==> config.mk <==
export PLATFORM = sky130hd
export DESIGN_NAME = motion_fault_watchdog
export DESIGN_NICKNAME = d
export VERILOG_FILES = /design/src/hdl/mfw_pkg.sv /design/src/hdl/mfw_cfg.sv /design/src/hdl/mfw_eval.sv /design/src/hdl/motion_fault_watchdog.sv
export SDC_FILE = /design/constraint.sdc
export NUM_CORES = 1
export LEC_CHECK = 0
export ABC_AREA = 1
export BUFFER_PORTS_ARGS = -buffer_cell sky130_fd_sc_hd__buf_2
export CELL_PAD_IN_SITES_DETAIL_PLACEMENT = 0
export CELL_PAD_IN_SITES_GLOBAL_PLACEMENT = 1
export CORE_ASPECT_RATIO = 1.5
export CORE_MARGIN = 5
export CORE_UTILIZATION = 42
export CTS_BUF_LIST = sky130_fd_sc_hd__clkbuf_2 sky130_fd_sc_hd__clkbuf_4 sky130_fd_sc_hd__clkbuf_8
export DETAILED_ROUTE_END_ITERATION = 12
export GPL_TIMING_DRIVEN = 0
export PLACE_DENSITY = 0.75
export SYNTH_ARGS = -nofsm -noshare
export SYNTH_HDL_FRONTEND = slang
export SYNTH_SLANG_ARGS = --single-unit
==> constraint.sdc <==
create_clock -name clk -period 4.7 [get_ports clk]
set_input_delay 0.47 -clock clk [delete_from_list [all_inputs] [get_ports clk]]
set_output_delay 0.47 -clock clk [all_outputs]
set_load 0.1 [all_outputs]
==> src/hdl/mfw_pkg.sv <==
// Shared types and constants for the motion fault watchdog.
package mfw_pkg;

    // Control mode carried by each item
    typedef enum logic [1:0] {
        MODE_TRACK = 2'd0,
        MODE_SIDE  = 2'd1,
        MODE_FRONT = 2'd2,
        MODE_NONE  = 2'd3
    } mode_t;

    // Configuration register indexes
    typedef enum logic [1:0] {
        CFG_SPEED_LIMIT   = 2'd0,
        CFG_ANGLE_LIMIT   = 2'd1,
        CFG_PERSIST_LIMIT = 2'd2,
        CFG_FRONT_LIMIT   = 2'd3
    } cfg_idx_t;

    localparam int unsigned CFG_IDX_W  = 2;
    localparam int unsigned CFG_DATA_W = 16;

    // Reset values of the limit registers
    localparam logic [15:0] SPEED_LIMIT_RST   = 16'd512;
    localparam logic [15:0] ANGLE_LIMIT_RST   = 16'd512;
    localparam logic [7:0]  PERSIST_LIMIT_RST = 8'd100;
    localparam logic [15:0] FRONT_LIMIT_RST   = 16'd1000;

    // Counter saturation points
    localparam logic [7:0]  DEV_TICKS_MAX   = 8'd255;
    localparam logic [15:0] FRONT_TICKS_MAX = 16'd65535;

    // Current limit settings
    typedef struct packed {
        logic [15:0] speed_error_limit;
        logic [15:0] angle_error_limit;
        logic [7:0]  persist_limit;
        logic [15:0] front_time_limit;
    } cfg_t;

    // One control tick
    typedef struct packed {
        mode_t              mode;
        logic signed [15:0] target_speed;
        logic signed [15:0] measured_speed;
        logic signed [15:0] target_angle;
        logic signed [15:0] measured_angle;
    } item_t;

endpackage

==> src/hdl/mfw_cfg.sv <==
// Limit register file written through the configuration port.
module mfw_cfg
    import mfw_pkg::*;
(
    input  logic                  clk,
    input  logic                  rst_n,
    input  logic                  cfg_wr_en,
    input  logic [CFG_IDX_W-1:0]  cfg_index,
    input  logic [CFG_DATA_W-1:0] cfg_data,
    output cfg_t                  cfg
);

    cfg_t cfg_reg;
    cfg_t cfg_next;

    // Register decode
    always_comb
    begin
        cfg_next = cfg_reg;
        if (cfg_wr_en)
        begin
            unique case (cfg_idx_t'(cfg_index))
                CFG_SPEED_LIMIT:   cfg_next.speed_error_limit = cfg_data;
                CFG_ANGLE_LIMIT:   cfg_next.angle_error_limit = cfg_data;
                CFG_PERSIST_LIMIT: cfg_next.persist_limit     = cfg_data[7:0];
                CFG_FRONT_LIMIT:   cfg_next.front_time_limit  = cfg_data;
                default:           cfg_next = cfg_reg;
            endcase
        end
    end

    always_ff @(posedge clk or negedge rst_n)
    begin
        if (!rst_n)
        begin
            cfg_reg.speed_error_limit <= SPEED_LIMIT_RST;
            cfg_reg.angle_error_limit <= ANGLE_LIMIT_RST;
            cfg_reg.persist_limit     <= PERSIST_LIMIT_RST;
            cfg_reg.front_time_limit  <= FRONT_LIMIT_RST;
        end
        else
        begin
            cfg_reg <= cfg_next;
        end
    end

    assign cfg = cfg_reg;

endmodule

==> src/hdl/mfw_eval.sv <==
// Fault evaluation for one tick and the persistence / time counters.
module mfw_eval
    import mfw_pkg::*;
(
    input  logic  clk,
    input  logic  rst_n,
    input  logic  step,
    input  item_t item,
    input  cfg_t  cfg,
    output logic  fault_next
);

    logic [7:0]  speed_dev_ticks_reg;
    logic [7:0]  speed_dev_ticks_next;
    logic [7:0]  angle_dev_ticks_reg;
    logic [7:0]  angle_dev_ticks_next;
    logic [15:0] front_mode_ticks_reg;
    logic [15:0] front_mode_ticks_next;

    logic [15:0] speed_err;
    logic [15:0] angle_err;
    logic        speed_over;
    logic        angle_over;
    logic [7:0]  speed_cnt;
    logic [7:0]  angle_cnt;
    logic [15:0] front_cnt;
    logic        speed_fault;
    logic        angle_fault;
    logic        front_fault;

    // |a - b| of two signed 16-bit values; always fits 16 bits unsigned
    function automatic logic [15:0] abs_err(input logic signed [15:0] a,
                                            input logic signed [15:0] b);
        logic signed [16:0] d;
        logic signed [16:0] m;
        d = 17'(a) - 17'(b);
        m = d[16] ? -d : d;
        return m[15:0];
    endfunction

    // Error magnitudes against the limits
    assign speed_err  = abs_err(item.target_speed, item.measured_speed);
    assign angle_err  = abs_err(item.target_angle, item.measured_angle);
    assign speed_over = speed_err > cfg.speed_error_limit;
    assign angle_over = angle_err > cfg.angle_error_limit;

    // Candidate counter values if the check runs this tick
    assign speed_cnt = !speed_over ? 8'd0 :
                       (speed_dev_ticks_reg == DEV_TICKS_MAX) ? DEV_TICKS_MAX :
                       speed_dev_ticks_reg + 8'd1;
    assign angle_cnt = angle_over ? angle_dev_ticks_reg + 8'd1 : 8'd0;  // wraps
    assign front_cnt = (front_mode_ticks_reg == FRONT_TICKS_MAX) ? FRONT_TICKS_MAX :
                       front_mode_ticks_reg + 16'd1;

    assign speed_fault = speed_cnt > cfg.persist_limit;
    assign angle_fault = angle_cnt > cfg.persist_limit;
    assign front_fault = front_cnt > cfg.front_time_limit;

    // Per-mode decision and counter updates
    always_comb
    begin
        fault_next            = 1'b0;
        speed_dev_ticks_next  = speed_dev_ticks_reg;
        angle_dev_ticks_next  = angle_dev_ticks_reg;
        front_mode_ticks_next = front_mode_ticks_reg;
        unique case (item.mode)
            MODE_TRACK:
            begin
                speed_dev_ticks_next  = speed_cnt;
                front_mode_ticks_next = 16'd0;
                // angle check is skipped once speed has flagged
                if (speed_fault)
                begin
                    fault_next = 1'b1;
                end
                else
                begin
                    angle_dev_ticks_next = angle_cnt;
                    fault_next           = angle_fault;
                end
            end
            MODE_SIDE:
            begin
                speed_dev_ticks_next  = speed_cnt;
                angle_dev_ticks_next  = 8'd0;
                front_mode_ticks_next = 16'd0;
                fault_next            = speed_fault;
            end
            MODE_FRONT:
            begin
                speed_dev_ticks_next  = 8'd0;
                angle_dev_ticks_next  = 8'd0;
                front_mode_ticks_next = front_cnt;
                fault_next            = front_fault;
            end
            MODE_NONE:
            begin
                fault_next = 1'b0;
            end
            default:
            begin
                fault_next = 1'b0;
            end
        endcase
    end

    // Counters advance only when an item is evaluated
    always_ff @(posedge clk or negedge rst_n)
    begin
        if (!rst_n)
        begin
            speed_dev_ticks_reg  <= 8'd0;
            angle_dev_ticks_reg  <= 8'd0;
            front_mode_ticks_reg <= 16'd0;
        end
        else if (step)
        begin
            speed_dev_ticks_reg  <= speed_dev_ticks_next;
            angle_dev_ticks_reg  <= angle_dev_ticks_next;
            front_mode_ticks_reg <= front_mode_ticks_next;
        end
    end

`ifndef ASSERT_OFF
    // No-control ticks leave every counter alone
    a_none_holds: assert property (@(posedge clk) disable iff (!rst_n)
        (step && item.mode == MODE_NONE) |=>
            ($stable(speed_dev_ticks_reg) && $stable(angle_dev_ticks_reg)
             && $stable(front_mode_ticks_reg)))
        else $error("counters changed on a no-control tick");

    // Front-wall ticks clear both persistence counters
    a_front_clears: assert property (@(posedge clk) disable iff (!rst_n)
        (step && item.mode == MODE_FRONT) |=>
            (speed_dev_ticks_reg == 8'd0 && angle_dev_ticks_reg == 8'd0))
        else $error("persistence counters not cleared in front-wall mode");

    // Tracking and side-wall ticks clear the front-wall timer
    a_wall_timer_clear: assert property (@(posedge clk) disable iff (!rst_n)
        (step && (item.mode == MODE_TRACK || item.mode == MODE_SIDE)) |=>
            (front_mode_ticks_reg == 16'd0))
        else $error("front-wall timer not cleared");

    // A side-wall fault needs a nonzero speed counter
    a_side_fault_cnt: assert property (@(posedge clk) disable iff (!rst_n)
        (step && item.mode == MODE_SIDE && fault_next) |=>
            (speed_dev_ticks_reg != 8'd0))
        else $error("side-wall fault with idle speed counter");
`endif

endmodule

==> src/hdl/motion_fault_watchdog.sv <==
// Top level of the motion fault watchdog: item handshake and result register.
// Each item is one control tick; the block answers with one fault bit per
// item, in order. An item is registered in the input register on acceptance,
// and its fault bit moves into the result register once that slot is free,
// and a new item is accepted every cycle as long as the result side keeps
// up. The rate is set by the per-tick counter update, which is combinational.
// The user must write limits through the configuration port only while no
// item is in flight; the block does not enforce this. After reset they read
// speed 512, angle 512, persistence 100 and front-wall time 1000, and all counters are zero.
module motion_fault_watchdog
    import mfw_pkg::*;
(
    input  logic                  clk,
    input  logic                  rst_n,
    input  logic                  cfg_wr_en,
    input  logic [CFG_IDX_W-1:0]  cfg_index,
    input  logic [CFG_DATA_W-1:0] cfg_data,
    input  logic                  in_valid,
    output logic                  in_ready,
    input  logic [1:0]            mode,
    input  logic signed [15:0]    target_speed,
    input  logic signed [15:0]    measured_speed,
    input  logic signed [15:0]    target_angle,
    input  logic signed [15:0]    measured_angle,
    output logic                  out_valid,
    input  logic                  out_ready,
    output logic                  fault
);

    cfg_t  cfg;
    item_t item_reg;
    logic  in_valid_reg;
    logic  out_valid_reg;
    logic  fault_reg;
    logic  fault_next;
    logic  advance;
    logic  in_take;

    mfw_cfg u_cfg (
        .clk       (clk),
        .rst_n     (rst_n),
        .cfg_wr_en (cfg_wr_en),
        .cfg_index (cfg_index),
        .cfg_data  (cfg_data),
        .cfg       (cfg)
    );

    // Handshake: item moves to the result register when that slot is free
    assign advance  = in_valid_reg && (!out_valid_reg || out_ready);
    assign in_ready = !in_valid_reg || advance;
    assign in_take  = in_valid && in_ready;

    mfw_eval u_eval (
        .clk        (clk),
        .rst_n      (rst_n),
        .step       (advance),
        .item       (item_reg),
        .cfg        (cfg),
        .fault_next (fault_next)
    );

    // Input register
    always_ff @(posedge clk or negedge rst_n)
    begin
        if (!rst_n)
        begin
            in_valid_reg <= 1'b0;
        end
        else if (in_take)
        begin
            in_valid_reg <= 1'b1;
        end
        else if (advance)
        begin
            in_valid_reg <= 1'b0;
        end
    end

    always_ff @(posedge clk)
    begin
        if (in_take)
        begin
            item_reg.mode           <= mode_t'(mode);
            item_reg.target_speed   <= target_speed;
            item_reg.measured_speed <= measured_speed;
            item_reg.target_angle   <= target_angle;
            item_reg.measured_angle <= measured_angle;
        end
    end

    // Result register
    always_ff @(posedge clk or negedge rst_n)
    begin
        if (!rst_n)
        begin
            out_valid_reg <= 1'b0;
        end
        else if (advance)
        begin
            out_valid_reg <= 1'b1;
        end
        else if (out_ready)
        begin
            out_valid_reg <= 1'b0;
        end
    end

    always_ff @(posedge clk)
    begin
        if (advance)
        begin
            fault_reg <= fault_next;
        end
    end

    assign out_valid = out_valid_reg;
    assign fault     = fault_reg;

endmodule

==> impl_results.md, run 1 <==
* Core Util, Final at 50.2%
* CTS buffer count at 17
* Port Buffers at 91
* Row count at 71
* Pre-CTS setup slack at -739 ps
* Hold Path Sink: item_reg[15]
* Largest cells by area after synthesis: edfxtp_1 (19%), dfrtp_1 (18%), nand2_1 (14%)
* Layout area overhead at 17.7%
* Initial antenna violation count at 0
* CP Launch Type: flop
* CP required at 5100 ps
* GPL Wtd Cong at 0.827
* Avg WL per Cell at between 10 and 15 microns
* Post-synthesis simple-gate area fraction at 24.9%
* ANT nets after route at 0
* Syn nets at 1601
* Fmax at 0.211 GHz
* EDFF count, synth at 67
* PnR worst setup slack at -49.7 ps
* Synth top area share at 18.8%
* Core Region at 0.0251 sq mm
* Register area share after synthesis at 39.9%
* Adder-Cell Fraction of Synth Area at 12.6%
* Reg2reg end: u_eval.angle_dev_ticks_reg[2]
* Syn Inst Count at approximately 1400
* All-Layer GR Usage at 17.7%
* Ys async rst share at 57.3%
* Outcome: complete, but fails checks
* Setup crit end kind: flop
* Hold Crit Depth at 1
* Hold Vio Cnt, Final at 0
* CTS tree: built
* Vias in the first global route at 8769
* I/O pin count at 92
* Mapped cell area at 0.0107 sq mm
* Die height at 206 microns
* FF/Latch Area at ~0.0043 sq mm
* Via count at 8990
* Initial Util at a little over two fifths
* Leak pwr at 6.50 nW
* Worst R2R Path Depth at 30
* Setup slack, reg-to-reg at -50 ps
* Flops & latches, synth at 157
* Hold Crit Class: in2reg
* Unrepaired setup endpoints after global routing: true
* Clk sinks at 157
* Most common library cells after synthesis: nand2_1 (395), inv_1 (274), ha_1 (105), nor2_1 (105), o21ai_0 (85)
* Crit path time final at 4750 ps
* Max cap viols at 0
* Critical path data arrival time at 5150 ps
* Most common cell in the netlist: nand2_1
* Met2 WL at around 13000 microns
* Antenna Cells at 0
* Multi-input logic area at 0.00580 sq mm
* Worst R2R Start: item_reg[32]
* Cell accounting for the most synthesized area: edfxtp_1
* Share of layout cells above drive strength 1 at 16.9%
* Die Width at 140 microns
* Clk buf depth at 2
* M1 wire length at 10700 microns
* Critical setup path kind: reg2reg
* Hpwl dp at 19600 microns
* Post-synthesis xor/xnor area fraction at 3.97%
* Most used cell, CP: a21oi_2
* Clock-pin slew on the worst setup and hold paths at 100 ps
* GR Overflow Total at 0
* # nets final at about 1700
* Drt pass-1 iters at 4
* Final wirelength at 25000 microns
* Slew Viols, Final at 0
* Top delay family on crit path: simple AND/OR/NAND/NOR gates
* Yosys warnings at 0
* Global-route wire length before repair at 41300 microns
* DR vias/cell at around 4.8
* Failing checks: negative setup slack
* Period utilization at 101%
* Met3 WL at 896 microns
* Max reg flops at 66
* Final TNS setup at -265 ps
* Final setup vio count at 8
* H-tree levels at 4
* Buf/Inv on CP at 2
* Min-delay src: measured_angle[15]
* Top sig layer: met4
* Max stage delay on crit path at 390 ps
* Die Footprint at just under 0.03 sq mm
* Design Area, Final at approximately 0.013 sq mm
* Post-Layout Cell Count at ~1900
* Worst Skew at 21.9 ps
* Post-synthesis mux area share at 0%
* Pwr Density at between 300 and 400 mW/mm^2
* First DRT Iteration DRCs at 349
* Netlist cell types at 42
* Combinational family with the most area after synthesis: simple AND/OR/NAND/NOR gates
* Root buffer cell: clkbuf_8
* Peak supply drop at 0.200 mV
* Crit-path slowest cell: edfxtp_1
* Mean Syn Cell Area at 7.63 sq um
* Crit Path Max Fanout at 8
* Skew-Pair Late Insertion Delay at 480 ps
* Placed cell areas at 0.0116 sq mm
* Slew margin rel. at 38.9%
* Pin count of the biggest net entering global routing at 66
* Placed insts at 1826
* Main synth FF type: dfrtp_1
* Slew at the pin closest to its max-slew limit at 913 ps
* FILL cells at 2491
* DRC at 0
* Synth Area in Compound Gates at under 10%
[cell type report]
cell class                 count  area share [%]
timing repair buffer         110            5.07
buffer                        14           0.486
inverter                     277            8.29
clock inverter                13           0.972
tap                          328            3.25
sequential                   157            33.9
clock buffer                  19            2.02
multi-input combinational    957            46.0
[power breakdown]
part | leakage [nW] | internal (mW) | switching [mW]
registers | 1.79 | 1.59 | 0.0825
logic | 4.51 | 0.694 | 1.07
clock network | 0.192 | 0.406 | 0.580
[layer usage]
| metal | track usage [%] | up-vias |
|---|---|---|
| met5 | 0 | - |
| met4 | 6.23 | 0 |
| met3 | 2.98 | 36 |
| met2 | 32.0 | 150 |
| met1 | 21.1 | 4060 |
| li1 | - | 4744 |
[cell usage in the layout (no fill, tap or decap), types with 7 or more instances in the layout]
master,count
a21oi_1,50
buf_2,91
buf_4,16
clkbuf_1,11
clkbuf_8,18
dfrtp_1,79
dfstp_2,11
edfxtp_1,67
ha_1,88
ha_2,7
ha_4,10
inv_1,267
inv_2,7
nand2_1,379
nand2_2,19
nand3_1,68
nand3b_1,11
nand4_1,30
nor2_1,85
nor2_2,16
nor3_1,8
o21ai_0,80
o22ai_1,8
xor2_1,27
[how the worst max path moves through the flow]
| stage | from | to | slack (ps) | cells past startpoint |
|---|---|---|---|---|
| 3_3_place_gp | item_reg[32] | u_eval.angle_dev_ticks_reg[4] | -750 | 31 |
| 5_1_grt | item_reg[34] | u_eval.angle_dev_ticks_reg[2] | -380 | 31 |
| 4_1_cts | item_reg[32] | u_eval.angle_dev_ticks_reg[3] | 0.3 | 27 |
| 3_5_place_dp | item_reg[32] | u_eval.angle_dev_ticks_reg[3] | -740 | 31 |
| 2_1_floorplan | item_reg[32] | u_eval.angle_dev_ticks_reg[0] | 290 | 31 |
| 6_report | item_reg[32] | u_eval.angle_dev_ticks_reg[2] | -50 | 30 |
[cells by family (layout without fill, tap and decap cells)]
group	after synthesis	count (layout)
AND/OR/NAND/NOR	640	640
adder cells (fa/ha/maj)	107	107
AO/OA/AOI/OAI	167	167
buffers and inverters	291	433
XOR/XNOR	43	43
flip-flops	157	157
[metrics by stage]
stage | hold WS [ps] | total power, mW
floorplan | 174 | 2.85
global placement | 468 | 3.22
detailed placement | 417 | 3.25
CTS | 132 | 4.39
global route | 128 | 4.81
finish | 164 | 4.42
[timing repair]
item	CTS	global route
hold buffers	1	0
setup endpoints to repair	9	9
endpoints found under the hold margin	23	0
gates resized for setup	60	54
pin swaps	24	48
buffers inserted	7	9
(Power assumes the default switching activity.)
==> inputs of run 2 (changes only) <==
Settings changed: SKIP_LAST_GASP set to 1.
==> impl_results.md, run 2 (same netlist as run 1, synthesis figures left out) <==
* DRC at 0 (unchanged)
* Leak pwr at 6.50 nW (about the same)
* Most common cell after layout, fill and taps aside: nand2_1 (unchanged)
* Critical setup path kind: reg2reg (unchanged)
* Layout area overhead at 17.7% (about the same)
* Crit-path slowest cell: edfxtp_1 (unchanged)
* Period utilization at 101% (about the same)
* Slew margin rel. at 39.3% (was 38.9%)
* Final wirelength at 25100 microns (was 25000 microns)
* Core Region at 0.0251 sq mm (unchanged)
* Unrepaired setup endpoints after global routing: true (unchanged)
* Hold Vio Cnt, Final at 0 (unchanged)
* FILL cells at 2495 (was 2491)
* CP required at 5100 ps (about the same)
* Vias in the first global route at 8769 (unchanged)
* Initial antenna violation count at 0 (unchanged)
* Peak supply drop at 0.197 mV (was 0.200 mV)
* Slew Viols, Final at 0 (unchanged)
* ANT nets after route at 0 (unchanged)
* PnR worst setup slack at -53.7 ps (was -49.7 ps)
* Skew-Pair Late Insertion Delay at 480 ps (about the same)
* Setup crit end kind: flop (unchanged)
* Worst hold slack at 172 ps (was 164 ps)
* Die height at 206 microns (unchanged)
* All-Layer GR Usage at 17.7% (unchanged)
* Global-route wire length before repair at 41300 microns (unchanged)
* Pwr Density at 351 mW/mm^2 (about the same)
* H-tree levels at 4 (unchanged)
* FF/Latch Area at 0.00428 sq mm (unchanged)
* Pre-CTS setup slack at -739 ps (unchanged)
* # nets final at 1731 (was 1730)
* Root buffer cell: clkbuf_8 (unchanged)
* Antenna Cells at 0 (unchanged)
* Die Width at 140 microns (unchanged)
* Most frequent cells in the layout: nand2_1 (379), inv_1 (268), buf_2 (91) (was nand2_1 (379), inv_1 (267), buf_2 (91))
* Crit Path Max Fanout at 8 (unchanged)
* Hpwl dp at 19600 microns (unchanged)
* First DRT Iteration DRCs at 339 (was 349)
* Clock-pin slew on the worst setup and hold paths at 100 ps (about the same)
* Worst Skew at 25.2 ps (was 21.9 ps)
* Final TNS setup at -280 ps (was -265 ps)
* Pin count of the biggest net entering global routing at 66 (unchanged)
* Hold Crit Class: in2reg (unchanged)
* Max stage delay on crit path at 390 ps (about the same)
* Drt pass-1 iters at 7 (was 4)
* CTS buffer count at 17 (unchanged)
* Initial Util at 42.6% (unchanged)
* Most used cell, CP: a21oi_2 (unchanged)
* Share of layout cells above drive strength 1 at 16.9% (about the same)
* CTS tree: built (unchanged)
* Max reg flops at 66 (unchanged)
* Port Buffers at 91 (unchanged)
* Critical path data arrival time at 5150 ps (about the same)
* Crit path time final at 4750 ps (about the same)
* Multi-input logic area at 0.00580 sq mm (unchanged)
* Final setup vio count at 8 (unchanged)
* Outcome: complete, but fails checks (unchanged)
* CP Launch Type: flop (unchanged)
* I/O pin count at 92 (unchanged)
* Fmax at 0.210 GHz (was 0.211 GHz)
* Clk buf depth at 2 (unchanged)
* Slew at the pin closest to its max-slew limit at 907 ps (was 913 ps)
* Die Footprint at 0.0289 sq mm (unchanged)
* Row count at 71 (unchanged)
* GPL Wtd Cong at 0.827 (unchanged)
* Avg WL per Cell at 13.4 microns (about the same)
* GR Overflow Total at 0 (unchanged)
* Failing checks: negative setup slack (unchanged)
* DR vias/cell at 4.80 (was 4.79)
* Via count at 9012 (was 8990)
* Clk sinks at 157 (unchanged)
* Max cap viols at 0 (unchanged)
## run 2: changes by cell type in the layout (fill, tap and decap cells not counted)
cell | before | now
buf_4 | 16 | 17
inv_1 | 267 | 268
inv_2 | 7 | 6
## run 2: worst paths after layout
path                                          from                             end  slack (ps)  depth (start not counted)
worst max-delay path                  item_reg[32]   u_eval.angle_dev_ticks_reg[2]         -50                         30
worst min-delay path            measured_angle[15]                    item_reg[15]         170                          1
worst max register to register        item_reg[32]   u_eval.angle_dev_ticks_reg[2]         -50                         30
worst min register to register       u_cfg.cfg[33]                   u_cfg.cfg[33]         490                          2
max in group asynchronous                    rst_n                   u_cfg.cfg[22]        3560                          3
min in group asynchronous                    rst_n  u_eval.front_mode_ticks_reg[2]         440                          2
## run 2: through the flow
step	std cells	area, sq um	total power, mW	util (%)
after global placement	1824	11600	3.22	46.1
after floorplan	1405	10700	2.85	-
after CTS	1866	12300	4.39	48.8
final	1876	12600	4.42	50.2
after global routing	1876	12600	4.81	50.2
after detailed placement	1826	11600	3.25	46.3
## run 2: layer usage
metal  routed length [microns]  up-vias  global-route usage [%]
met3                       872       37                    2.98
met4                       696        0                    6.23
li1                          -     4751                       -
met1                     10800     4068                    21.1
met2                     12700      156                    32.0
met5                         0        -                       0
## run 2: cell type report
type,count,share of cell area (%)
Multi-Input combinational cell,957,45.9
Inverter,277,8.29
Buffer,14,0.486
Tap cell,328,3.25
Clock inverter,13,0.972
Sequential cell,157,33.9
Timing Repair Buffer,111,5.13
Clock buffer,19,2.02
## run 2: critical path: cells and delay by family, from the launching register on
kind | cells | cell delay, ps
simple gates | 14 | 1680
xor+xnor | 2 | 260
fa+ha+maj | 4 | 1220
flops | 1 | 390
buf+inv | 2 | 170
compound gates | 8 | 960
## run 2: report_power, final
part / total, mW / switching [mW] / internal [mW]
clock: 0.986 / 0.580 / 0.407
combinational: 1.76 / 1.07 / 0.697
sequential: 1.68 / 0.0827 / 1.59
## run 2: timing repair
item / CTS / global route
buffers inserted: 7 / 10
hold buffers: 1 / 0
pin swaps: 24 / 48
setup endpoints to repair: 9 / 9
hold endpoints to repair: 23 / 0
gates resized for setup: 59 / 54
